**src/design/pn_pkg.sv**
```systemverilog
package pn_pkg;

	// path bytes
	localparam logic [7:0] CH_SLASH  = 8'h2f;
	localparam logic [7:0] CH_BSLASH = 8'h5c;
	localparam logic [7:0] CH_DOT    = 8'h2e;
	localparam logic [7:0] CH_NUL    = 8'h00;

	// role of the string being received
	localparam logic [1:0] PH_IDLE = 2'd0;
	localparam logic [1:0] PH_LONE = 2'd1;
	localparam logic [1:0] PH_BASE = 2'd2;
	localparam logic [1:0] PH_REL  = 2'd3;

	// op codes of the first item of a job
	localparam logic [1:0] OP_LONE = 2'd0;
	localparam logic [1:0] OP_BASE = 2'd1;

	typedef struct packed {
		logic take;
		logic pop_rd;
		logic pop_chk;
		logic emit_rd;
		logic emit_ld;
	} pn_cmd_t;

	typedef struct packed {
		logic pop_req;
		logic emit_req;
		logic pop_end;
		logic pop_hit;
		logic out_free;
		logic reject;
		logic last_byte;
	} pn_stat_t;

endpackage

```
**src/design/pn_ctrl.sv**
```systemverilog
module pn_ctrl import pn_pkg::*; (
	input  logic     clk,
	input  logic     arst_n,
	input  logic     in_valid,
	output logic     in_ready,
	input  pn_stat_t st,
	output pn_cmd_t  cmd
);

	localparam logic [2:0] S_RUN     = 3'd0;
	localparam logic [2:0] S_POP_RD  = 3'd1;
	localparam logic [2:0] S_POP_CHK = 3'd2;
	localparam logic [2:0] S_EMIT_RD = 3'd3;
	localparam logic [2:0] S_EMIT_LD = 3'd4;

	logic [2:0] state_q, state_d;
	logic       eos_pend_q, eos_pend_d;

	assign in_ready = (state_q == S_RUN);

	always_comb begin
		state_d    = state_q;
		eos_pend_d = eos_pend_q;
		cmd        = '0;
		unique case (state_q)
			S_RUN: begin
				cmd.take = in_valid;
				if (in_valid) begin
					if (st.pop_req) begin
						state_d    = S_POP_RD;
						eos_pend_d = st.emit_req;
					end else if (st.emit_req) begin
						state_d = S_EMIT_RD;
					end
				end
			end
			S_POP_RD: begin
				cmd.pop_rd = 1'b1;
				if (st.pop_end)
					state_d = eos_pend_q ? S_EMIT_RD : S_RUN;
				else
					state_d = S_POP_CHK;
			end
			S_POP_CHK: begin
				cmd.pop_chk = 1'b1;
				if (st.pop_hit)
					state_d = eos_pend_q ? S_EMIT_RD : S_RUN;
				else
					state_d = S_POP_RD;
			end
			S_EMIT_RD: begin
				cmd.emit_rd = 1'b1;
				if (st.out_free)
					state_d = st.reject ? S_RUN : S_EMIT_LD;
			end
			S_EMIT_LD: begin
				cmd.emit_ld = 1'b1;
				state_d = st.last_byte ? S_RUN : S_EMIT_RD;
			end
			default: state_d = S_RUN;
		endcase
	end

	always_ff @(posedge clk or negedge arst_n) begin
		if (!arst_n) begin
			state_q    <= S_RUN;
			eos_pend_q <= 1'b0;
		end else begin
			state_q    <= state_d;
			eos_pend_q <= eos_pend_d;
		end
	end

endmodule

```
**src/design/pn_datapath.sv**
```systemverilog
module pn_datapath import pn_pkg::*; #(
	parameter int CAPACITY = 64
) (
	input  logic       clk,
	input  logic       arst_n,
	input  pn_cmd_t    cmd,
	output pn_stat_t   st,
	input  logic [1:0] op,
	input  logic [7:0] char_in,
	input  logic       no_char,
	input  logic       end_of_string,
	output logic       out_valid,
	input  logic       out_ready,
	output logic       status,
	output logic [7:0] char_out,
	output logic       final_res
);

	localparam int LW = $clog2(CAPACITY + 2);
	localparam int AW = $clog2(CAPACITY);
	localparam int PW = LW + 1;
	localparam logic [LW-1:0] CAP_L  = LW'(CAPACITY);
	localparam logic [LW-1:0] CAP1_L = LW'(CAPACITY + 1);
	localparam logic [PW-1:0] CAP_P  = PW'(CAPACITY);

	logic [7:0]    mem [CAPACITY];
	logic [7:0]    rdata_q;
	logic [1:0]    jphase_q;
	logic [LW-1:0] len_q, seglen_q, pop_ptr_q;
	logic          fail_q, nul_q, fresh_q, root_q, dot0_q, dot1_q;
	logic [AW-1:0] e_idx_q;
	logic          ovalid_q, ostat_q, olast_q;
	logic [7:0]    ochar_q;

	// next-state values of one accepted item
	logic [1:0]    ph;
	logic [LW-1:0] l, sl;
	logic          f, nf, fr, rt, d0, d1, sep, fin, sneed, poprq, emrq, we;
	logic [PW-1:0] pos, need;
	logic [AW-1:0] waddr;
	logic [7:0]    wdata;

	always_comb begin
		if (jphase_q == PH_IDLE) begin
			ph = (op == OP_LONE) ? PH_LONE : (op == OP_BASE) ? PH_BASE : PH_REL;
			l  = '0;
			f  = 1'b0;
			sl = '0;
			nf = 1'b0;
			fr = 1'b1;
			rt = 1'b0;
		end else begin
			ph = jphase_q;
			l  = len_q;
			f  = fail_q;
			sl = seglen_q;
			nf = nul_q;
			fr = fresh_q;
			rt = root_q;
		end
		d0    = dot0_q;
		d1    = dot1_q;
		sep   = 1'b0;
		fin   = 1'b0;
		poprq = 1'b0;
		emrq  = 1'b0;
		we    = 1'b0;
		waddr = '0;
		wdata = CH_SLASH;
		sneed = 1'b0;
		pos   = '0;
		need  = '0;
		if (!no_char) begin
			sep = (char_in == CH_SLASH) || (char_in == CH_BSLASH);
			if (fr) begin
				fr = 1'b0;
				if (sep) begin
					// root mark
					we = 1'b1;
					l  = LW'(1);
					rt = 1'b1;
					if (ph == PH_REL)
						f = 1'b0;
				end
			end
			if (ph != PH_BASE && char_in == CH_NUL)
				f = 1'b1;
			if (sep) begin
				if (ph == PH_BASE && nf)
					f = 1'b1;
				fin = 1'b1;
			end else begin
				if (char_in == CH_NUL)
					nf = 1'b1;
				// byte goes straight to its place after the kept part
				sneed = (l != '0) && !(l == LW'(1) && rt);
				pos   = PW'(l) + PW'(sneed) + PW'(sl);
				if (pos < CAP_P) begin
					we    = 1'b1;
					waddr = pos[AW-1:0];
					wdata = char_in;
				end
				if (sl == '0)
					d0 = (char_in == CH_DOT);
				if (sl == LW'(1))
					d1 = (char_in == CH_DOT);
				sl = (sl < CAP_L) ? sl + LW'(1) : CAP1_L;
			end
		end
		if (end_of_string && ph != PH_BASE && !sep)
			fin = 1'b1;
		if (fin && !f && sl != '0) begin
			if (sl == LW'(1) && d0) begin
				f = f;
			end else if (sl == LW'(2) && d0 && d1) begin
				if (l == '0 || (l == LW'(1) && rt))
					f = 1'b1;
				else
					poprq = 1'b1;
			end else if (sl > CAP_L) begin
				f = 1'b1;
			end else begin
				sneed = (l != '0) && !(l == LW'(1) && rt);
				need  = PW'(l) + PW'(sneed) + PW'(sl);
				if (need > CAP_P) begin
					f = 1'b1;
				end else begin
					l = need[LW-1:0];
					// separator laid down ahead of the next segment
					if (sep && need < CAP_P) begin
						we    = 1'b1;
						waddr = need[AW-1:0];
						wdata = CH_SLASH;
					end
				end
			end
		end
		if (sep) begin
			sl = '0;
			nf = 1'b0;
		end
		if (end_of_string) begin
			if (ph == PH_BASE) begin
				sl = '0;
				nf = 1'b0;
				ph = PH_REL;
				fr = 1'b1;
			end else begin
				emrq = 1'b1;
				ph   = PH_IDLE;
			end
		end
	end

	logic [LW-1:0] pop_lo;
	logic          rd_en;
	logic [AW-1:0] raddr;

	assign pop_lo = root_q ? LW'(1) : LW'(0);

	assign st.pop_req   = poprq;
	assign st.emit_req  = emrq;
	assign st.pop_end   = (pop_ptr_q == pop_lo);
	assign st.pop_hit   = (rdata_q == CH_SLASH);
	assign st.out_free  = !ovalid_q || out_ready;
	assign st.reject    = fail_q || (len_q == '0);
	assign st.last_byte = (LW'(e_idx_q) == len_q - LW'(1));

	assign rd_en = (cmd.pop_rd && !st.pop_end) || (cmd.emit_rd && st.out_free && !st.reject);
	assign raddr = cmd.pop_rd ? AW'(pop_ptr_q - LW'(1)) : e_idx_q;

	always_ff @(posedge clk) begin
		if (cmd.take && we)
			mem[waddr] <= wdata;
		if (rd_en)
			rdata_q <= mem[raddr];
	end

	always_ff @(posedge clk) begin
		if (cmd.take) begin
			dot0_q    <= d0;
			dot1_q    <= d1;
			pop_ptr_q <= l;
			e_idx_q   <= '0;
		end
		if (cmd.pop_chk && !st.pop_hit)
			pop_ptr_q <= pop_ptr_q - LW'(1);
		if (cmd.emit_ld)
			e_idx_q <= e_idx_q + AW'(1);
		if (cmd.emit_rd && st.out_free && st.reject) begin
			ostat_q <= 1'b1;
			ochar_q <= CH_NUL;
			olast_q <= 1'b1;
		end
		if (cmd.emit_ld) begin
			ostat_q <= 1'b0;
			ochar_q <= rdata_q;
			olast_q <= st.last_byte;
		end
	end

	always_ff @(posedge clk or negedge arst_n) begin
		if (!arst_n) begin
			jphase_q <= PH_IDLE;
			len_q    <= '0;
			seglen_q <= '0;
			fail_q   <= 1'b0;
			nul_q    <= 1'b0;
			fresh_q  <= 1'b1;
			root_q   <= 1'b0;
			ovalid_q <= 1'b0;
		end else begin
			if (cmd.take) begin
				jphase_q <= ph;
				len_q    <= l;
				seglen_q <= sl;
				fail_q   <= f;
				nul_q    <= nf;
				fresh_q  <= fr;
				root_q   <= rt;
			end
			if (cmd.pop_rd && st.pop_end)
				len_q <= pop_lo;
			if (cmd.pop_chk && st.pop_hit)
				len_q <= pop_ptr_q - LW'(1);
			if ((cmd.emit_rd && st.out_free && st.reject) || cmd.emit_ld)
				ovalid_q <= 1'b1;
			else if (out_ready)
				ovalid_q <= 1'b0;
		end
	end

	assign out_valid = ovalid_q;
	assign status    = ostat_q;
	assign char_out  = ochar_q;
	assign final_res = olast_q;

endmodule

```
**src/design/path_normalizer_core.sv**
```systemverilog
// input: one path byte per cycle while a job streams in, unless a scan or a result burst holds it off
// a ".." segment scans back to the previous separator, each byte read and then checked
// result burst: each output byte is read from the store, then loaded into the output register;
// a rejection is 1 transaction; input held off meanwhile
// the burst starts after the last input transaction of a job and after any scan
// reset arst_n clears all control state; the byte store needs no clearing pass
module path_normalizer_core import pn_pkg::*; #(
	parameter int CAPACITY = 64
) (
	input  logic       clk,
	input  logic       arst_n,
	// input stream
	input  logic       s_axis_tvalid,
	output logic       s_axis_tready,
	input  logic [7:0] s_axis_tdata,  // char_in
	input  logic [2:0] s_axis_tuser,  // op[1:0], no_char[2]
	input  logic       s_axis_tlast,  // end_of_string
	// result stream
	output logic       m_axis_tvalid,
	input  logic       m_axis_tready,
	output logic [7:0] m_axis_tdata,  // char_out
	output logic       m_axis_tuser,  // status
	output logic       m_axis_tlast   // final_res
);

	pn_cmd_t  cmd;
	pn_stat_t st;

	// sequencing: accept, backward scan, burst readout
	pn_ctrl u_ctrl (
		.clk      (clk),
		.arst_n   (arst_n),
		.in_valid (s_axis_tvalid),
		.in_ready (s_axis_tready),
		.st       (st),
		.cmd      (cmd)
	);

	// byte store, segment tracking and output register
	pn_datapath #(
		.CAPACITY (CAPACITY)
	) u_dp (
		.clk           (clk),
		.arst_n        (arst_n),
		.cmd           (cmd),
		.st            (st),
		.op            (s_axis_tuser[1:0]),
		.char_in       (s_axis_tdata),
		.no_char       (s_axis_tuser[2]),
		.end_of_string (s_axis_tlast),
		.out_valid     (m_axis_tvalid),
		.out_ready     (m_axis_tready),
		.status        (m_axis_tuser),
		.char_out      (m_axis_tdata),
		.final_res     (m_axis_tlast)
	);

	// a rejection is a single transaction carrying a zero byte
	a_reject_form: assert property (@(posedge clk) disable iff (!arst_n)
		m_axis_tvalid && m_axis_tuser |-> m_axis_tlast && (m_axis_tdata == CH_NUL))
		else $error("rejection transaction malformed");

	// end of a lone or relative string stops input until the result has gone into the output register
	a_hold_after_eos: assert property (@(posedge clk) disable iff (!arst_n)
		cmd.take && st.emit_req |=> !s_axis_tready)
		else $error("input accepted during result burst");

	// a pop scan never runs with input open
	a_pop_closed: assert property (@(posedge clk) disable iff (!arst_n)
		(cmd.pop_rd || cmd.pop_chk) |-> !s_axis_tready)
		else $error("input open during scan");

endmodule

```
**config.mk**
```make
export PLATFORM = sky130hd
export DESIGN_NAME = path_normalizer_core
export DESIGN_NICKNAME = d
export VERILOG_FILES = /design/src/design/pn_pkg.sv /design/src/design/pn_ctrl.sv /design/src/design/pn_datapath.sv /design/src/design/path_normalizer_core.sv
export SDC_FILE = /design/constraint.sdc
export NUM_CORES = 1
export LEC_CHECK = 0
export BUFFER_PORTS_ARGS = -buffer_cell sky130_fd_sc_hd__buf_2
export CAP_MARGIN = 10
export CORE_ASPECT_RATIO = 0.6
export CORE_MARGIN = 2
export CORE_UTILIZATION = 35
export CTS_CLUSTER_DIAMETER = 120
export CTS_CLUSTER_SIZE = 30
export DETAILED_ROUTE_END_ITERATION = 8
export PLACE_DENSITY = 0.52
export SLEW_MARGIN = 30
export SYNTH_ARGS = -nofsm -noshare
export SYNTH_HDL_FRONTEND = slang
export SYNTH_SLANG_ARGS = --single-unit
```
**constraint.sdc**
```tcl
create_clock -name clk -period 6.2 [get_ports clk]
set_input_delay 0.93 -clock clk [delete_from_list [all_inputs] [get_ports clk]]
set_output_delay 0.93 -clock clk [all_outputs]
set_load 0.05 [all_outputs]
```
==> flow_results.xml, run 1 <==
<?xml version="1.0" encoding="UTF-8"?>
<metrics>
  <group name="global_route">
    <metric name="grt_pass1_wl" unit="mm">101</metric>
    <metric name="grt_antenna_before_repair" unit="">2</metric>
    <metric name="first_global_vias" unit="">15400</metric>
    <metric name="overall_overflow_remaining_after_global_route" unit="">0</metric>
    <metric name="grt_max_degree" unit="">81</metric>
    <metric name="groute.usage.overall" unit="%">18.3</metric>
  </group>
  <group name="timing">
    <metric name="rsz0062_at_grt" unit="">false</metric>
    <metric name="setup_tns" unit="ns">0</metric>
    <metric name="finalSetupViolCount" unit="">0</metric>
    <metric name="timing.final.hold_violations" unit="">0</metric>
    <metric name="slew_headroom" unit="%">31.3</metric>
    <metric name="period_minus_slack" unit="ns">5.57</metric>
    <metric name="max_slew.worst_pin.slew" unit="ns">1.02</metric>
    <metric name="final.period_utilization" unit="%">89.8</metric>
    <metric name="timing_max_transition_violations_final" unit="">0</metric>
    <metric name="achievable-frequency" unit="MHz">180</metric>
    <metric name="worst_clock_skew" unit="ns">0.0491</metric>
  </group>
  <group name="placed_design">
    <metric name="portBuffers" unit="">27</metric>
    <metric name="placed_area" unit="um2">27300</metric>
    <metric name="gp_routability_congestion" unit="">0.902</metric>
    <metric name="post-dp-hpwl" unit="mm">45.3</metric>
  </group>
  <group name="die">
    <metric name="die_height" unit="um">212</metric>
    <metric name="num_rows" unit="">76</metric>
    <metric name="top_level_ports" unit="">28</metric>
    <metric name="die_area" unit="um2">74300</metric>
    <metric name="chipWidth" unit="um">351</metric>
    <metric name="effective_utilization_at_floorplan" unit="%">35.3</metric>
    <metric name="core-area" unit="um2">71500</metric>
  </group>
  <group name="yosys">
    <metric name="synth_sequential_area_ratio" unit="%">67.3</metric>
    <metric name="yosysUniqueCellTypes" unit="">76</metric>
    <metric name="synth_top_area_share" unit="%">64.8</metric>
    <metric name="synthTopCellsByArea" unit="">sky130_fd_sc_hd__edfxtp_1 (65%), sky130_fd_sc_hd__a211oi_1 (7.4%), sky130_fd_sc_hd__mux2i_1 (3.0%)</metric>
    <metric name="synth-async-reset-ratio" unit="%">4.39</metric>
    <metric name="number_of_instances_in_the_synthesized_netlist" unit="">1912</metric>
    <metric name="postSynthRegisterBits" unit="">570</metric>
    <metric name="postSynthAreaPerCell" unit="um2">13.2</metric>
    <metric name="synthesis.area" unit="um2">25200</metric>
    <metric name="synth-warning-count" unit="">0</metric>
    <metric name="synth_enable_flop_cells" unit="">544</metric>
    <metric name="synth.cells.most_frequent" unit="">sky130_fd_sc_hd__edfxtp_1 (544), sky130_fd_sc_hd__a211oi_1 (249), sky130_fd_sc_hd__nand2_1 (188), sky130_fd_sc_hd__nor2_1 (107), sky130_fd_sc_hd__a21oi_1 (96)</metric>
    <metric name="postSynthNetCount" unit="">1950</metric>
    <metric name="synth.most_common_cell" unit="">sky130_fd_sc_hd__edfxtp_1</metric>
    <metric name="yosys.area.top_type" unit="">sky130_fd_sc_hd__edfxtp_1</metric>
    <metric name="yosys_most_used_dff" unit="">sky130_fd_sc_hd__edfxtp_1</metric>
  </group>
  <group name="clock_tree">
    <metric name="cts_buffers" unit="">22</metric>
    <metric name="clock_latency_of_the_later_clocked_register_in_the_worst_skew_pair" unit="ns">0.62</metric>
    <metric name="clock_tree_from_tritoncts" unit="">built</metric>
    <metric name="clock_sink_total" unit="">570</metric>
    <metric name="clock-root-buffer" unit="">sky130_fd_sc_hd__clkbuf_16</metric>
    <metric name="clock_tree.buffer_depth" unit="">3</metric>
    <metric name="htreeDepth" unit="">1</metric>
    <metric name="cts-hold-fix-buffers" unit="">0</metric>
    <metric name="post-cts-setup-buffers" unit="">0</metric>
    <metric name="post_cts_resized" unit="">0</metric>
    <metric name="worst_setup_hold_path_clk_slew" unit="ns">0.12</metric>
  </group>
  <group name="drt">
    <metric name="drt.antenna.violating_nets" unit="">0</metric>
    <metric name="drcViolationCount" unit="">0</metric>
    <metric name="routedWlPerCell" unit="um">23.2</metric>
    <metric name="dr_total_vias" unit="">16000</metric>
    <metric name="drc_violation_total_after_the_first_tritonroute_iteration" unit="">1854</metric>
    <metric name="drt-pass1-iter-count" unit="">5</metric>
    <metric name="totalWireLength" unit="mm">68.3</metric>
    <metric name="drt-vias-per-instance" unit="">5.43</metric>
  </group>
  <group name="power">
    <metric name="vdd_ir_drop_max" unit="V">0.000275</metric>
    <metric name="cellLeakagePower" unit="nW">9.19</metric>
    <metric name="power_density" unit="nW/um2">446</metric>
  </group>
  <group name="final_layout">
    <metric name="filler_cells" unit="">6684</metric>
    <metric name="stdcell_area" unit="um2">28000</metric>
    <metric name="n_antenna_cell" unit="">0</metric>
    <metric name="fin_nets" unit="">1995</metric>
    <metric name="final_core_util" unit="%">39.1</metric>
    <metric name="seq_area" unit="um2">17000</metric>
    <metric name="synthToLayoutAreaGrowth" unit="%">10.9</metric>
    <metric name="post_route_cells_drive_above_1_share" unit="%">11.2</metric>
    <metric name="multiInputGateArea" unit="um2">7740</metric>
  </group>
  <group name="critical_path">
    <metric name="worst_r2r_startpoint" unit="">u_dp.jphase_q[1]</metric>
    <metric name="worst-r2r-setup-slack" unit="ns">0.70</metric>
    <metric name="worstPathCellList" unit="">buf_2 -&gt; nor4b_4 -&gt; a22o_2 -&gt; a31oi_1 -&gt; o21a_1 -&gt; fa_1 -&gt; fa_1 -&gt; a21o_1 -&gt; a21oi_1 -&gt; o21bai_1 -&gt; a21oi_1 -&gt; o21a_1 -&gt; nand2_1 -&gt; a22oi_1 -&gt; o2111ai_1 -&gt; buf_4 -&gt; nor2_1</metric>
    <metric name="register_to_register_path_depth" unit="">17</metric>
    <metric name="critPathMaxStageDelay" unit="ns">0.74</metric>
    <metric name="critical_path.startpoint_type" unit="">primary input</metric>
    <metric name="worstPathArrival" unit="ns">5.81</metric>
    <metric name="sum_of_buffers_and_inverters_on_the_critical_path" unit="">2</metric>
    <metric name="required_time_at_the_worst_slack_endpoint" unit="ns">6.44</metric>
    <metric name="crit_family" unit="">compound AO/OA/AOI/OAI gates</metric>
    <metric name="timing.setup.critical_path_class" unit="">in2reg</metric>
    <metric name="crit_path_end_kind" unit="">flop</metric>
    <metric name="worstPathMaxFanout" unit="">12</metric>
    <metric name="worstReg2RegEnd" unit="">u_dp.mem[44][1]</metric>
    <metric name="crit_slowest_cell" unit="">sky130_fd_sc_hd__nor2_1</metric>
  </group>
  <group name="hold_path">
    <metric name="holdCritPathClass" unit="">in2async</metric>
  </group>
  <group name="status">
    <metric name="outcome" unit="">completed</metric>
  </group>
  <group name="job">
    <metric name="max-cap-violations" unit="">0</metric>
  </group>
</metrics>
==> stage by stage <==
stage | power (mW) | std cells | setup slack, ns | hold slack (ns)
global placement | 10.5 | 2906 | 0.184 | 0.450
CTS | 12.5 | 2948 | 0.763 | 0.343
detailed placement | 10.6 | 2908 | 0.109 | 0.459
finish | 12.5 | 2948 | 0.634 | 0.339
global route | 13.2 | 2948 | 0.335 | 0.365
floorplan | 8.39 | 1912 | 0.519 | 0.463
==> per-layer routing <==
layer | up-vias | GRT usage [%] | routed length, um
met1 | 8055 | 29.1 | 34100
met2 | 527 | 25.1 | 27400
li1 | 7387 | - | -
met3 | 49 | 4.72 | 5900
met4 | 4 | 2.21 | 749
met5 | - | 1.12 | 124
==> cell usage in the layout, fill, tap and decap left out, drive strengths merged, types with 4 or more instances in the layout <==
cell type / instances
nor4: 5
mux2i: 75
nand3b: 4
xnor2: 19
edfxtp: 544
fa: 4
buf: 145
nand2: 188
o22ai: 4
a21o: 7
nand3: 17
clkbuf: 39
nand2b: 11
mux2: 9
o221ai: 7
o21bai: 4
dfrtp: 24
ha: 18
nor3: 20
or3: 5
nor2b: 69
xor2: 8
o21a: 5
a22o: 5
a211oi: 250
and2: 81
a21oi: 98
a31oi: 68
inv: 27
o21ai: 34
and3: 15
or2: 11
nor2: 107
==> cell type report <==
class	instances	share of cell area, %
flip-flops and latches	570	60.7
multi-input cells	1191	27.7
repair buffers	145	4.64
well taps	975	4.36
clock buffers	39	2.20
inverters	27	0.362
clock inverters	1	0.0582
==> worst max-delay path by stage <==
stage,start,endpoint,slack [ns],cells past startpoint
final,s_axis_tdata[0],u_dp.mem[44][1],0.63,17
after global routing,s_axis_tdata[1],u_dp.mem[12][6],0.34,17
after CTS,s_axis_tdata[0],u_dp.mem[46][1],0.76,19
after detailed placement,s_axis_tdata[0],u_dp.mem[46][7],0.11,19
after global placement,s_axis_tdata[0],u_dp.mem[46][7],0.18,19
after floorplan,s_axis_tdata[0],u_dp.mem[13][0],0.52,18
==> cells by family (layout without fill, tap and decap cells) <==
family	after synthesis	after routing	synth area share, %
fa+ha+maj	22	22	1.21
flops	570	570	67.3
simple gates	549	549	10.8
xor+xnor	27	27	0.937
compound gates	509	509	13.9
buf+inv	151	212	2.38
mux	84	84	3.41
==> report_power, final <==
group / total [mW] / switching (mW) / internal, mW
Sequential: 4.62 / 0.149 / 4.47
Combinational: 6.02 / 4.14 / 1.88
Clock: 1.85 / 1.16 / 0.692
==> flip-flops by register name, indices dropped and copies added, names as in the netlist, 2 cells and up <==
name	flops
u_dp.pop_ptr_q	7
u_dp.mem	512
u_dp.e_idx_q	6
u_ctrl.state_q	3
u_dp.rdata_q	8
u_dp.len_q	7
u_dp.char_out	8
u_dp.jphase_q	2
u_dp.seglen_q	7
Note: power is estimated with default switching activity, not from simulation.
==> run 2, diff against run 1 <==
--- a/config.mk
+++ b/config.mk
@@ -9,11 +9,11 @@
 export CAP_MARGIN = 10
 export CORE_ASPECT_RATIO = 0.6
 export CORE_MARGIN = 2
-export CORE_UTILIZATION = 35
+export CORE_UTILIZATION = 53
 export CTS_CLUSTER_DIAMETER = 120
 export CTS_CLUSTER_SIZE = 30
 export DETAILED_ROUTE_END_ITERATION = 8
-export PLACE_DENSITY = 0.52
+export PLACE_DENSITY = 0.72
 export SLEW_MARGIN = 30
 export SYNTH_ARGS = -nofsm -noshare
 export SYNTH_HDL_FRONTEND = slang
==> constraint.sdc (replaced) <==
create_clock -name clk -period 6.86 [get_ports clk]
set_input_delay 1.029 -clock clk [delete_from_list [all_inputs] [get_ports clk]]
set_output_delay 1.029 -clock clk [all_outputs]
set_load 0.05 [all_outputs]
==> flow_results.xml, run 2 (synthesized netlist as in run 1, its figures left out) <==
<?xml version="1.0" encoding="UTF-8"?>
<metrics>
  <group name="clock_tree">
    <metric name="post-cts-setup-buffers" unit="">0</metric>
    <metric name="cts-hold-fix-buffers" unit="">0</metric>
    <metric name="htreeDepth" unit="">1</metric>
    <metric name="worst_setup_hold_path_clk_slew" unit="ns">0.13</metric>
    <metric name="clock_tree_from_tritoncts" unit="">built</metric>
    <metric name="cts_buffers" unit="">22</metric>
    <metric name="clock_sink_total" unit="">570</metric>
    <metric name="post_cts_resized" unit="">0</metric>
    <metric name="clock-root-buffer" unit="">sky130_fd_sc_hd__clkbuf_16</metric>
    <metric name="clock_tree.buffer_depth" unit="">3</metric>
    <metric name="clock_latency_of_the_later_clocked_register_in_the_worst_skew_pair" unit="ns">0.59</metric>
  </group>
  <group name="die">
    <metric name="die_height" unit="um">173</metric>
    <metric name="die_area" unit="um2">49400</metric>
    <metric name="core-area" unit="um2">46600</metric>
    <metric name="num_rows" unit="">61</metric>
    <metric name="effective_utilization_at_floorplan" unit="%">54.1</metric>
    <metric name="top_level_ports" unit="">28</metric>
    <metric name="chipWidth" unit="um">286</metric>
  </group>
  <group name="global_route">
    <metric name="first_global_vias" unit="">15000</metric>
    <metric name="groute.usage.overall" unit="%">23.9</metric>
    <metric name="grt_max_degree" unit="">130</metric>
    <metric name="grt_pass1_wl" unit="mm">90.9</metric>
    <metric name="overall_overflow_remaining_after_global_route" unit="">0</metric>
    <metric name="grt_antenna_before_repair" unit="">0</metric>
  </group>
  <group name="power">
    <metric name="power_density" unit="nW/um2">403</metric>
    <metric name="cellLeakagePower" unit="nW">8.91</metric>
    <metric name="vdd_ir_drop_max" unit="V">0.000321</metric>
    <metric name="report.power.total" unit="mW">10.9</metric>
  </group>
  <group name="timing">
    <metric name="achievable-frequency" unit="MHz">167</metric>
    <metric name="timing_max_transition_violations_final" unit="">0</metric>
    <metric name="period_minus_slack" unit="ns">5.98</metric>
    <metric name="setup_tns" unit="ns">0</metric>
    <metric name="rsz0062_at_grt" unit="">false</metric>
    <metric name="timing.final.hold_violations" unit="">0</metric>
    <metric name="finalSetupViolCount" unit="">0</metric>
    <metric name="slew_headroom" unit="%">22.6</metric>
    <metric name="final.period_utilization" unit="%">87.1</metric>
    <metric name="max_slew.worst_pin.slew" unit="ns">1.15</metric>
    <metric name="worst_clock_skew" unit="ns">0.0345</metric>
  </group>
  <group name="final_layout">
    <metric name="filler_cells" unit="">3610</metric>
    <metric name="layout.cells.most_common_list" unit="">sky130_fd_sc_hd__edfxtp_1 (544), sky130_fd_sc_hd__a211oi_1 (245), sky130_fd_sc_hd__nand2_1 (188)</metric>
    <metric name="fin_nets" unit="">1950</metric>
    <metric name="most_common_cell_after_layout_fill_and_taps_aside" unit="">sky130_fd_sc_hd__edfxtp_1</metric>
    <metric name="final_core_util" unit="%">58.1</metric>
    <metric name="post_route_cells_drive_above_1_share" unit="%">9.13</metric>
    <metric name="multiInputGateArea" unit="um2">7750</metric>
    <metric name="largest_reg_flops" unit="">512</metric>
    <metric name="synthToLayoutAreaGrowth" unit="%">7.32</metric>
    <metric name="n_antenna_cell" unit="">0</metric>
    <metric name="max_flop_register" unit="">u_dp.mem</metric>
    <metric name="seq_area" unit="um2">17000</metric>
  </group>
  <group name="drt">
    <metric name="drcViolationCount" unit="">0</metric>
    <metric name="drt-vias-per-instance" unit="">6.26</metric>
    <metric name="drt.antenna.violating_nets" unit="">0</metric>
    <metric name="dr_total_vias" unit="">16000</metric>
    <metric name="routedWlPerCell" unit="um">23.4</metric>
    <metric name="totalWireLength" unit="mm">59.7</metric>
    <metric name="drc_violation_total_after_the_first_tritonroute_iteration" unit="">1836</metric>
    <metric name="drt-pass1-iter-count" unit="">5</metric>
  </group>
  <group name="status">
    <metric name="outcome" unit="">completed</metric>
  </group>
  <group name="job">
    <metric name="max-cap-violations" unit="">0</metric>
  </group>
  <group name="critical_path">
    <metric name="worst-r2r-setup-slack" unit="ns">1.02</metric>
    <metric name="critical_path.startpoint" unit="">s_axis_tdata[1]</metric>
    <metric name="crit_path_end_kind" unit="">flop</metric>
    <metric name="worstPathMaxFanout" unit="">11</metric>
    <metric name="worstPathCellList" unit="">buf_2 -&gt; and4bb_1 -&gt; a22o_2 -&gt; a21oi_4 -&gt; mux2i_1 -&gt; fa_1 -&gt; inv_1 -&gt; fa_1 -&gt; nand2_1 -&gt; nand2_1 -&gt; a21oi_1 -&gt; o21bai_1 -&gt; a21oi_1 -&gt; xor2_1 -&gt; o2111a_1 -&gt; a22o_4 -&gt; nand3_1 -&gt; nor2_1</metric>
    <metric name="timing.setup.critical_path_class" unit="">in2reg</metric>
    <metric name="crit_end" unit="">u_dp.mem[50][0]</metric>
    <metric name="register_to_register_path_depth" unit="">18</metric>
    <metric name="critical_path.startpoint_type" unit="">primary input</metric>
    <metric name="worst_r2r_startpoint" unit="">u_dp.jphase_q[1]</metric>
    <metric name="worstReg2RegEnd" unit="">u_dp.mem[50][0]</metric>
    <metric name="critPathMaxStageDelay" unit="ns">0.75</metric>
    <metric name="required_time_at_the_worst_slack_endpoint" unit="ns">7.09</metric>
    <metric name="worstPathArrival" unit="ns">6.21</metric>
    <metric name="crit_slowest_cell" unit="">sky130_fd_sc_hd__nor2_1</metric>
  </group>
  <group name="placed_design">
    <metric name="post-dp-hpwl" unit="mm">38.1</metric>
    <metric name="portBuffers" unit="">27</metric>
    <metric name="gp_routability_congestion" unit="">0.936</metric>
  </group>
  <group name="hold_path">
    <metric name="holdCritPathClass" unit="">in2async</metric>
  </group>
</metrics>
-- run 2: per-layer routing --
metal / global-route usage [%] / up-vias / part of all wire [%]
li1: - / 7284 / -
met1: 38.4 / 7969 / 45
met2: 34.0 / 694 / 43
met3: 4.95 / 54 / 10
met4: 3.58 / 0 / 1.3
met5: 0 / - / 0
-- run 2: layout make-up --
type	instances	area share [%]
sequential	570	62.7
inverter	27	0.374
clock inverter	1	0.0601
tap	630	2.91
timing repair buffer	100	3.02
clock buffer	39	2.27
multi-input combinational	1191	28.6
-- run 2: worst min-delay path by stage --
stage | start | endpoint | cells past startpoint
floorplan | u_dp.seglen_q[5] | u_dp.seglen_q[5] | 2
global placement | u_dp.status | u_dp.status | 2
detailed placement | u_dp.seglen_q[1] | u_dp.seglen_q[1] | 2
CTS | arst_n | u_dp.seglen_q[0] | 1
global route | arst_n | u_dp.len_q[4] | 1
finish | arst_n | u_dp.seglen_q[0] | 1
-- run 2: critical path: cells and delay by family --
kind / cells / cell delay, ns
AO/OA/AOI/OAI: 7 / 1.77
XOR/XNOR: 1 / 0.40
adder cells (fa/ha/maj): 2 / 0.79
buffers and inverters: 2 / 0.20
multiplexers: 1 / 0.51
AND/OR/NAND/NOR: 5 / 1.48
-- run 2: stage by stage --
stage                     instances  setup slack (ns)  cell area [um2]  hold WS, ns
after floorplan                1912              1.08            25200        0.463
after global placement         2515             0.584            26400        0.454
after detailed placement       2517             0.395            26400        0.486
after CTS                      2557              1.02            27000        0.455
after global routing           2558             0.639            27100        0.479
final                          2558             0.884            27100        0.464
-- run 2: power breakdown --
part | internal, mW | switching (mW)
registers | 4.04 | 0.124
clock network | 0.624 | 0.995
logic | 1.60 | 3.54
==> run 3, diff against run 2 <==
--- a/config.mk
+++ b/config.mk
@@ -9,12 +9,13 @@
 export CAP_MARGIN = 10
 export CORE_ASPECT_RATIO = 0.6
 export CORE_MARGIN = 2
-export CORE_UTILIZATION = 53
-export CTS_CLUSTER_DIAMETER = 120
+export CORE_UTILIZATION = 55
+export CTS_CLUSTER_DIAMETER = 60
 export CTS_CLUSTER_SIZE = 30
 export DETAILED_ROUTE_END_ITERATION = 8
-export PLACE_DENSITY = 0.72
+export PLACE_DENSITY = 0.74
 export SLEW_MARGIN = 30
 export SYNTH_ARGS = -nofsm -noshare
 export SYNTH_HDL_FRONTEND = slang
 export SYNTH_SLANG_ARGS = --single-unit
+export TNS_END_PERCENT = 1
==> flow_results.xml, run 3 (synthesized netlist as in run 1, its figures left out) <==
<?xml version="1.0" encoding="UTF-8"?>
<metrics>
  <group name="status">
    <metric name="outcome" unit="">completed</metric>
  </group>
  <group name="timing">
    <metric name="max_slew.worst_pin.slew" unit="ns">1.02</metric>
    <metric name="rsz0062_at_grt" unit="">false</metric>
    <metric name="achievable-frequency" unit="MHz">172</metric>
    <metric name="period_minus_slack" unit="ns">5.81</metric>
    <metric name="slew_headroom" unit="%">31.5</metric>
    <metric name="timing_max_transition_violations_final" unit="">0</metric>
    <metric name="final.period_utilization" unit="%">84.7</metric>
    <metric name="hold_ws" unit="ns">0.439</metric>
    <metric name="worst_clock_skew" unit="ns">0.0278</metric>
    <metric name="finalSetupViolCount" unit="">0</metric>
    <metric name="timing.final.hold_violations" unit="">0</metric>
    <metric name="post-route-worst-setup-slack" unit="ns">1.05</metric>
    <metric name="setup_tns" unit="ns">0</metric>
  </group>
  <group name="drt">
    <metric name="routedWlPerCell" unit="um">24.2</metric>
    <metric name="dr_total_vias" unit="">16100</metric>
    <metric name="drcViolationCount" unit="">0</metric>
    <metric name="totalWireLength" unit="mm">61.3</metric>
    <metric name="drt-vias-per-instance" unit="">6.36</metric>
    <metric name="drc_violation_total_after_the_first_tritonroute_iteration" unit="">2380</metric>
    <metric name="drt.antenna.violating_nets" unit="">0</metric>
    <metric name="drt-pass1-iter-count" unit="">7</metric>
  </group>
  <group name="clock_tree">
    <metric name="htreeDepth" unit="">1</metric>
    <metric name="cts_buffers" unit="">30</metric>
    <metric name="cts-hold-fix-buffers" unit="">0</metric>
    <metric name="worst_setup_hold_path_clk_slew" unit="ns">0.10</metric>
    <metric name="post_cts_resized" unit="">0</metric>
    <metric name="clock_sink_total" unit="">570</metric>
    <metric name="clock_latency_of_the_later_clocked_register_in_the_worst_skew_pair" unit="ns">0.63</metric>
    <metric name="post-cts-setup-buffers" unit="">0</metric>
    <metric name="clock-root-buffer" unit="">sky130_fd_sc_hd__clkbuf_16</metric>
    <metric name="clock_tree_from_tritoncts" unit="">built</metric>
    <metric name="clock_tree.buffer_depth" unit="">3</metric>
  </group>
  <group name="power">
    <metric name="power_density" unit="nW/um2">417</metric>
    <metric name="pwr-share-clk" unit="%">18.8</metric>
    <metric name="vdd_ir_drop_max" unit="V">0.000523</metric>
    <metric name="cellLeakagePower" unit="nW">9.14</metric>
    <metric name="share_seq_of_total_power" unit="%">36.5</metric>
    <metric name="internal_power" unit="mW">6.52</metric>
    <metric name="switching_share" unit="%">43.0</metric>
    <metric name="pwr-share-comb" unit="%">44.8</metric>
    <metric name="power_switching" unit="mW">4.92</metric>
  </group>
  <group name="global_route">
    <metric name="groute.usage.overall" unit="%">26.0</metric>
    <metric name="grt_max_degree" unit="">135</metric>
    <metric name="overall_overflow_remaining_after_global_route" unit="">0</metric>
    <metric name="grt_pass1_wl" unit="mm">93.5</metric>
    <metric name="grt_antenna_before_repair" unit="">0</metric>
    <metric name="first_global_vias" unit="">15200</metric>
  </group>
  <group name="placed_design">
    <metric name="detailedPlace.worstSlack" unit="ns">0.631</metric>
    <metric name="gp_routability_congestion" unit="">0.973</metric>
    <metric name="post-dp-hpwl" unit="mm">39.2</metric>
    <metric name="portBuffers" unit="">27</metric>
  </group>
  <group name="die">
    <metric name="core-area" unit="um2">45000</metric>
    <metric name="die_height" unit="um">170</metric>
    <metric name="num_rows" unit="">60</metric>
    <metric name="chipWidth" unit="um">280</metric>
    <metric name="effective_utilization_at_floorplan" unit="%">56.0</metric>
    <metric name="top_level_ports" unit="">28</metric>
    <metric name="die_area" unit="um2">47600</metric>
  </group>
  <group name="critical_path">
    <metric name="worstPathArrival" unit="ns">6.07</metric>
    <metric name="critical_path.startpoint_type" unit="">primary input</metric>
    <metric name="crit_path_end_kind" unit="">flop</metric>
    <metric name="required_time_at_the_worst_slack_endpoint" unit="ns">7.12</metric>
    <metric name="timing.setup.critical_path_class" unit="">in2reg</metric>
    <metric name="worstPathMaxFanout" unit="">11</metric>
  </group>
  <group name="job">
    <metric name="max-cap-violations" unit="">0</metric>
  </group>
  <group name="final_layout">
    <metric name="synthToLayoutAreaGrowth" unit="%">8.80</metric>
    <metric name="largest_reg_flops" unit="">512</metric>
    <metric name="layout.cells.most_common_list" unit="">sky130_fd_sc_hd__edfxtp_1 (544), sky130_fd_sc_hd__a211oi_1 (249), sky130_fd_sc_hd__nand2_1 (188)</metric>
    <metric name="filler_cells" unit="">3396</metric>
    <metric name="n_antenna_cell" unit="">0</metric>
    <metric name="post_route_cells_drive_above_1_share" unit="%">10.7</metric>
    <metric name="most_common_cell_after_layout_fill_and_taps_aside" unit="">sky130_fd_sc_hd__edfxtp_1</metric>
    <metric name="final_core_util" unit="%">60.9</metric>
    <metric name="max_flop_register" unit="">u_dp.mem</metric>
    <metric name="fin_nets" unit="">1963</metric>
  </group>
  <group name="hold_path">
    <metric name="holdCritPathClass" unit="">in2async</metric>
  </group>
</metrics>
## run 3: cell count changes in the layout (fill, tap and decap cells not counted), sizes merged
| cell | change |
|---|---|
| clkbuf | -8 |
| clkinvlp | +1 |
| clkinv | +7 |
| buf | +5 |
| inv | +12 |
## run 3: final cells by class
cell class	count	area (um2)	share of cell area (%)
clock buffers	31	776	2.83
clock inverters	21	288	1.05
inverters	27	101	0.369
multi-input cells	1191	7730	28.2
flip-flops and latches	570	17000	61.9
well taps	589	737	2.69
repair buffers	105	827	3.01
## run 3: per-stage QoR
step	instances	total power [mW]	instance area [um2]
2_1_floorplan	1912	7.58	25200
3_3_place_gp	2480	9.09	26300
3_5_place_dp	2482	9.24	26400
4_1_cts	2534	11.4	27400
5_1_grt	2534	11.9	27400
6_report	2534	11.4	27400
## run 3: power groups by stage
| stage | sequential (mW) | combinational [mW] | clock [mW] |
|---|---|---|---|
| 3_5_place_dp | 4.24 | 4.99 | 0 |
| 4_1_cts | 4.16 | 5.02 | 2.18 |
| 5_1_grt | 4.19 | 5.48 | 2.28 |
| 6_report | 4.17 | 5.12 | 2.15 |
| 3_3_place_gp | 4.24 | 4.85 | 0 |
| 2_1_floorplan | 4.23 | 3.35 | 0 |
## run 3: per-layer routing
layer	GRT usage [%]	vias to the layer above	part of all wire (%)
li1	-	7310	-
met2	36.0	785	41
met1	41.2	7941	46
met3	6.97	83	11
met5	0	-	0
met4	4.72	0	1.8
## run 3: worst paths after layout
kind / start / endpoint / slack (ns) / cells past startpoint
hold reg to reg: u_dp.status / u_dp.status / 0.49 / 2
max in group asynchronous: arst_n / u_dp.len_q[4] / 5.99 / 1
setup / recovery: s_axis_tdata[1] / u_dp.mem[54][0] / 1.05 / 18
setup reg to reg: u_dp.jphase_q[1] / u_dp.mem[10][4] / 1.12 / 16
min in group clk: u_dp.status / u_dp.status / 0.49 / 2
hold / removal: arst_n / u_dp.out_valid / 0.44 / 1
## run 3: critical path, cell delays in order
cell and delay (ns):
sky130_fd_sc_hd__buf_2 0.13, sky130_fd_sc_hd__and4bb_1 0.23, sky130_fd_sc_hd__a22o_2 0.28, sky130_fd_sc_hd__a21oi_4 0.24
sky130_fd_sc_hd__mux2i_1 0.44, sky130_fd_sc_hd__fa_1 0.29, sky130_fd_sc_hd__inv_1 0.07, sky130_fd_sc_hd__fa_1 0.48
sky130_fd_sc_hd__nand2_1 0.08, sky130_fd_sc_hd__nand2_1 0.05, sky130_fd_sc_hd__a21oi_1 0.22, sky130_fd_sc_hd__o21bai_1 0.10
sky130_fd_sc_hd__a21oi_1 0.21, sky130_fd_sc_hd__xor2_1 0.41, sky130_fd_sc_hd__o2111a_1 0.50, sky130_fd_sc_hd__a22o_4 0.26
sky130_fd_sc_hd__nand3_1 0.36, sky130_fd_sc_hd__nor2_1 0.68
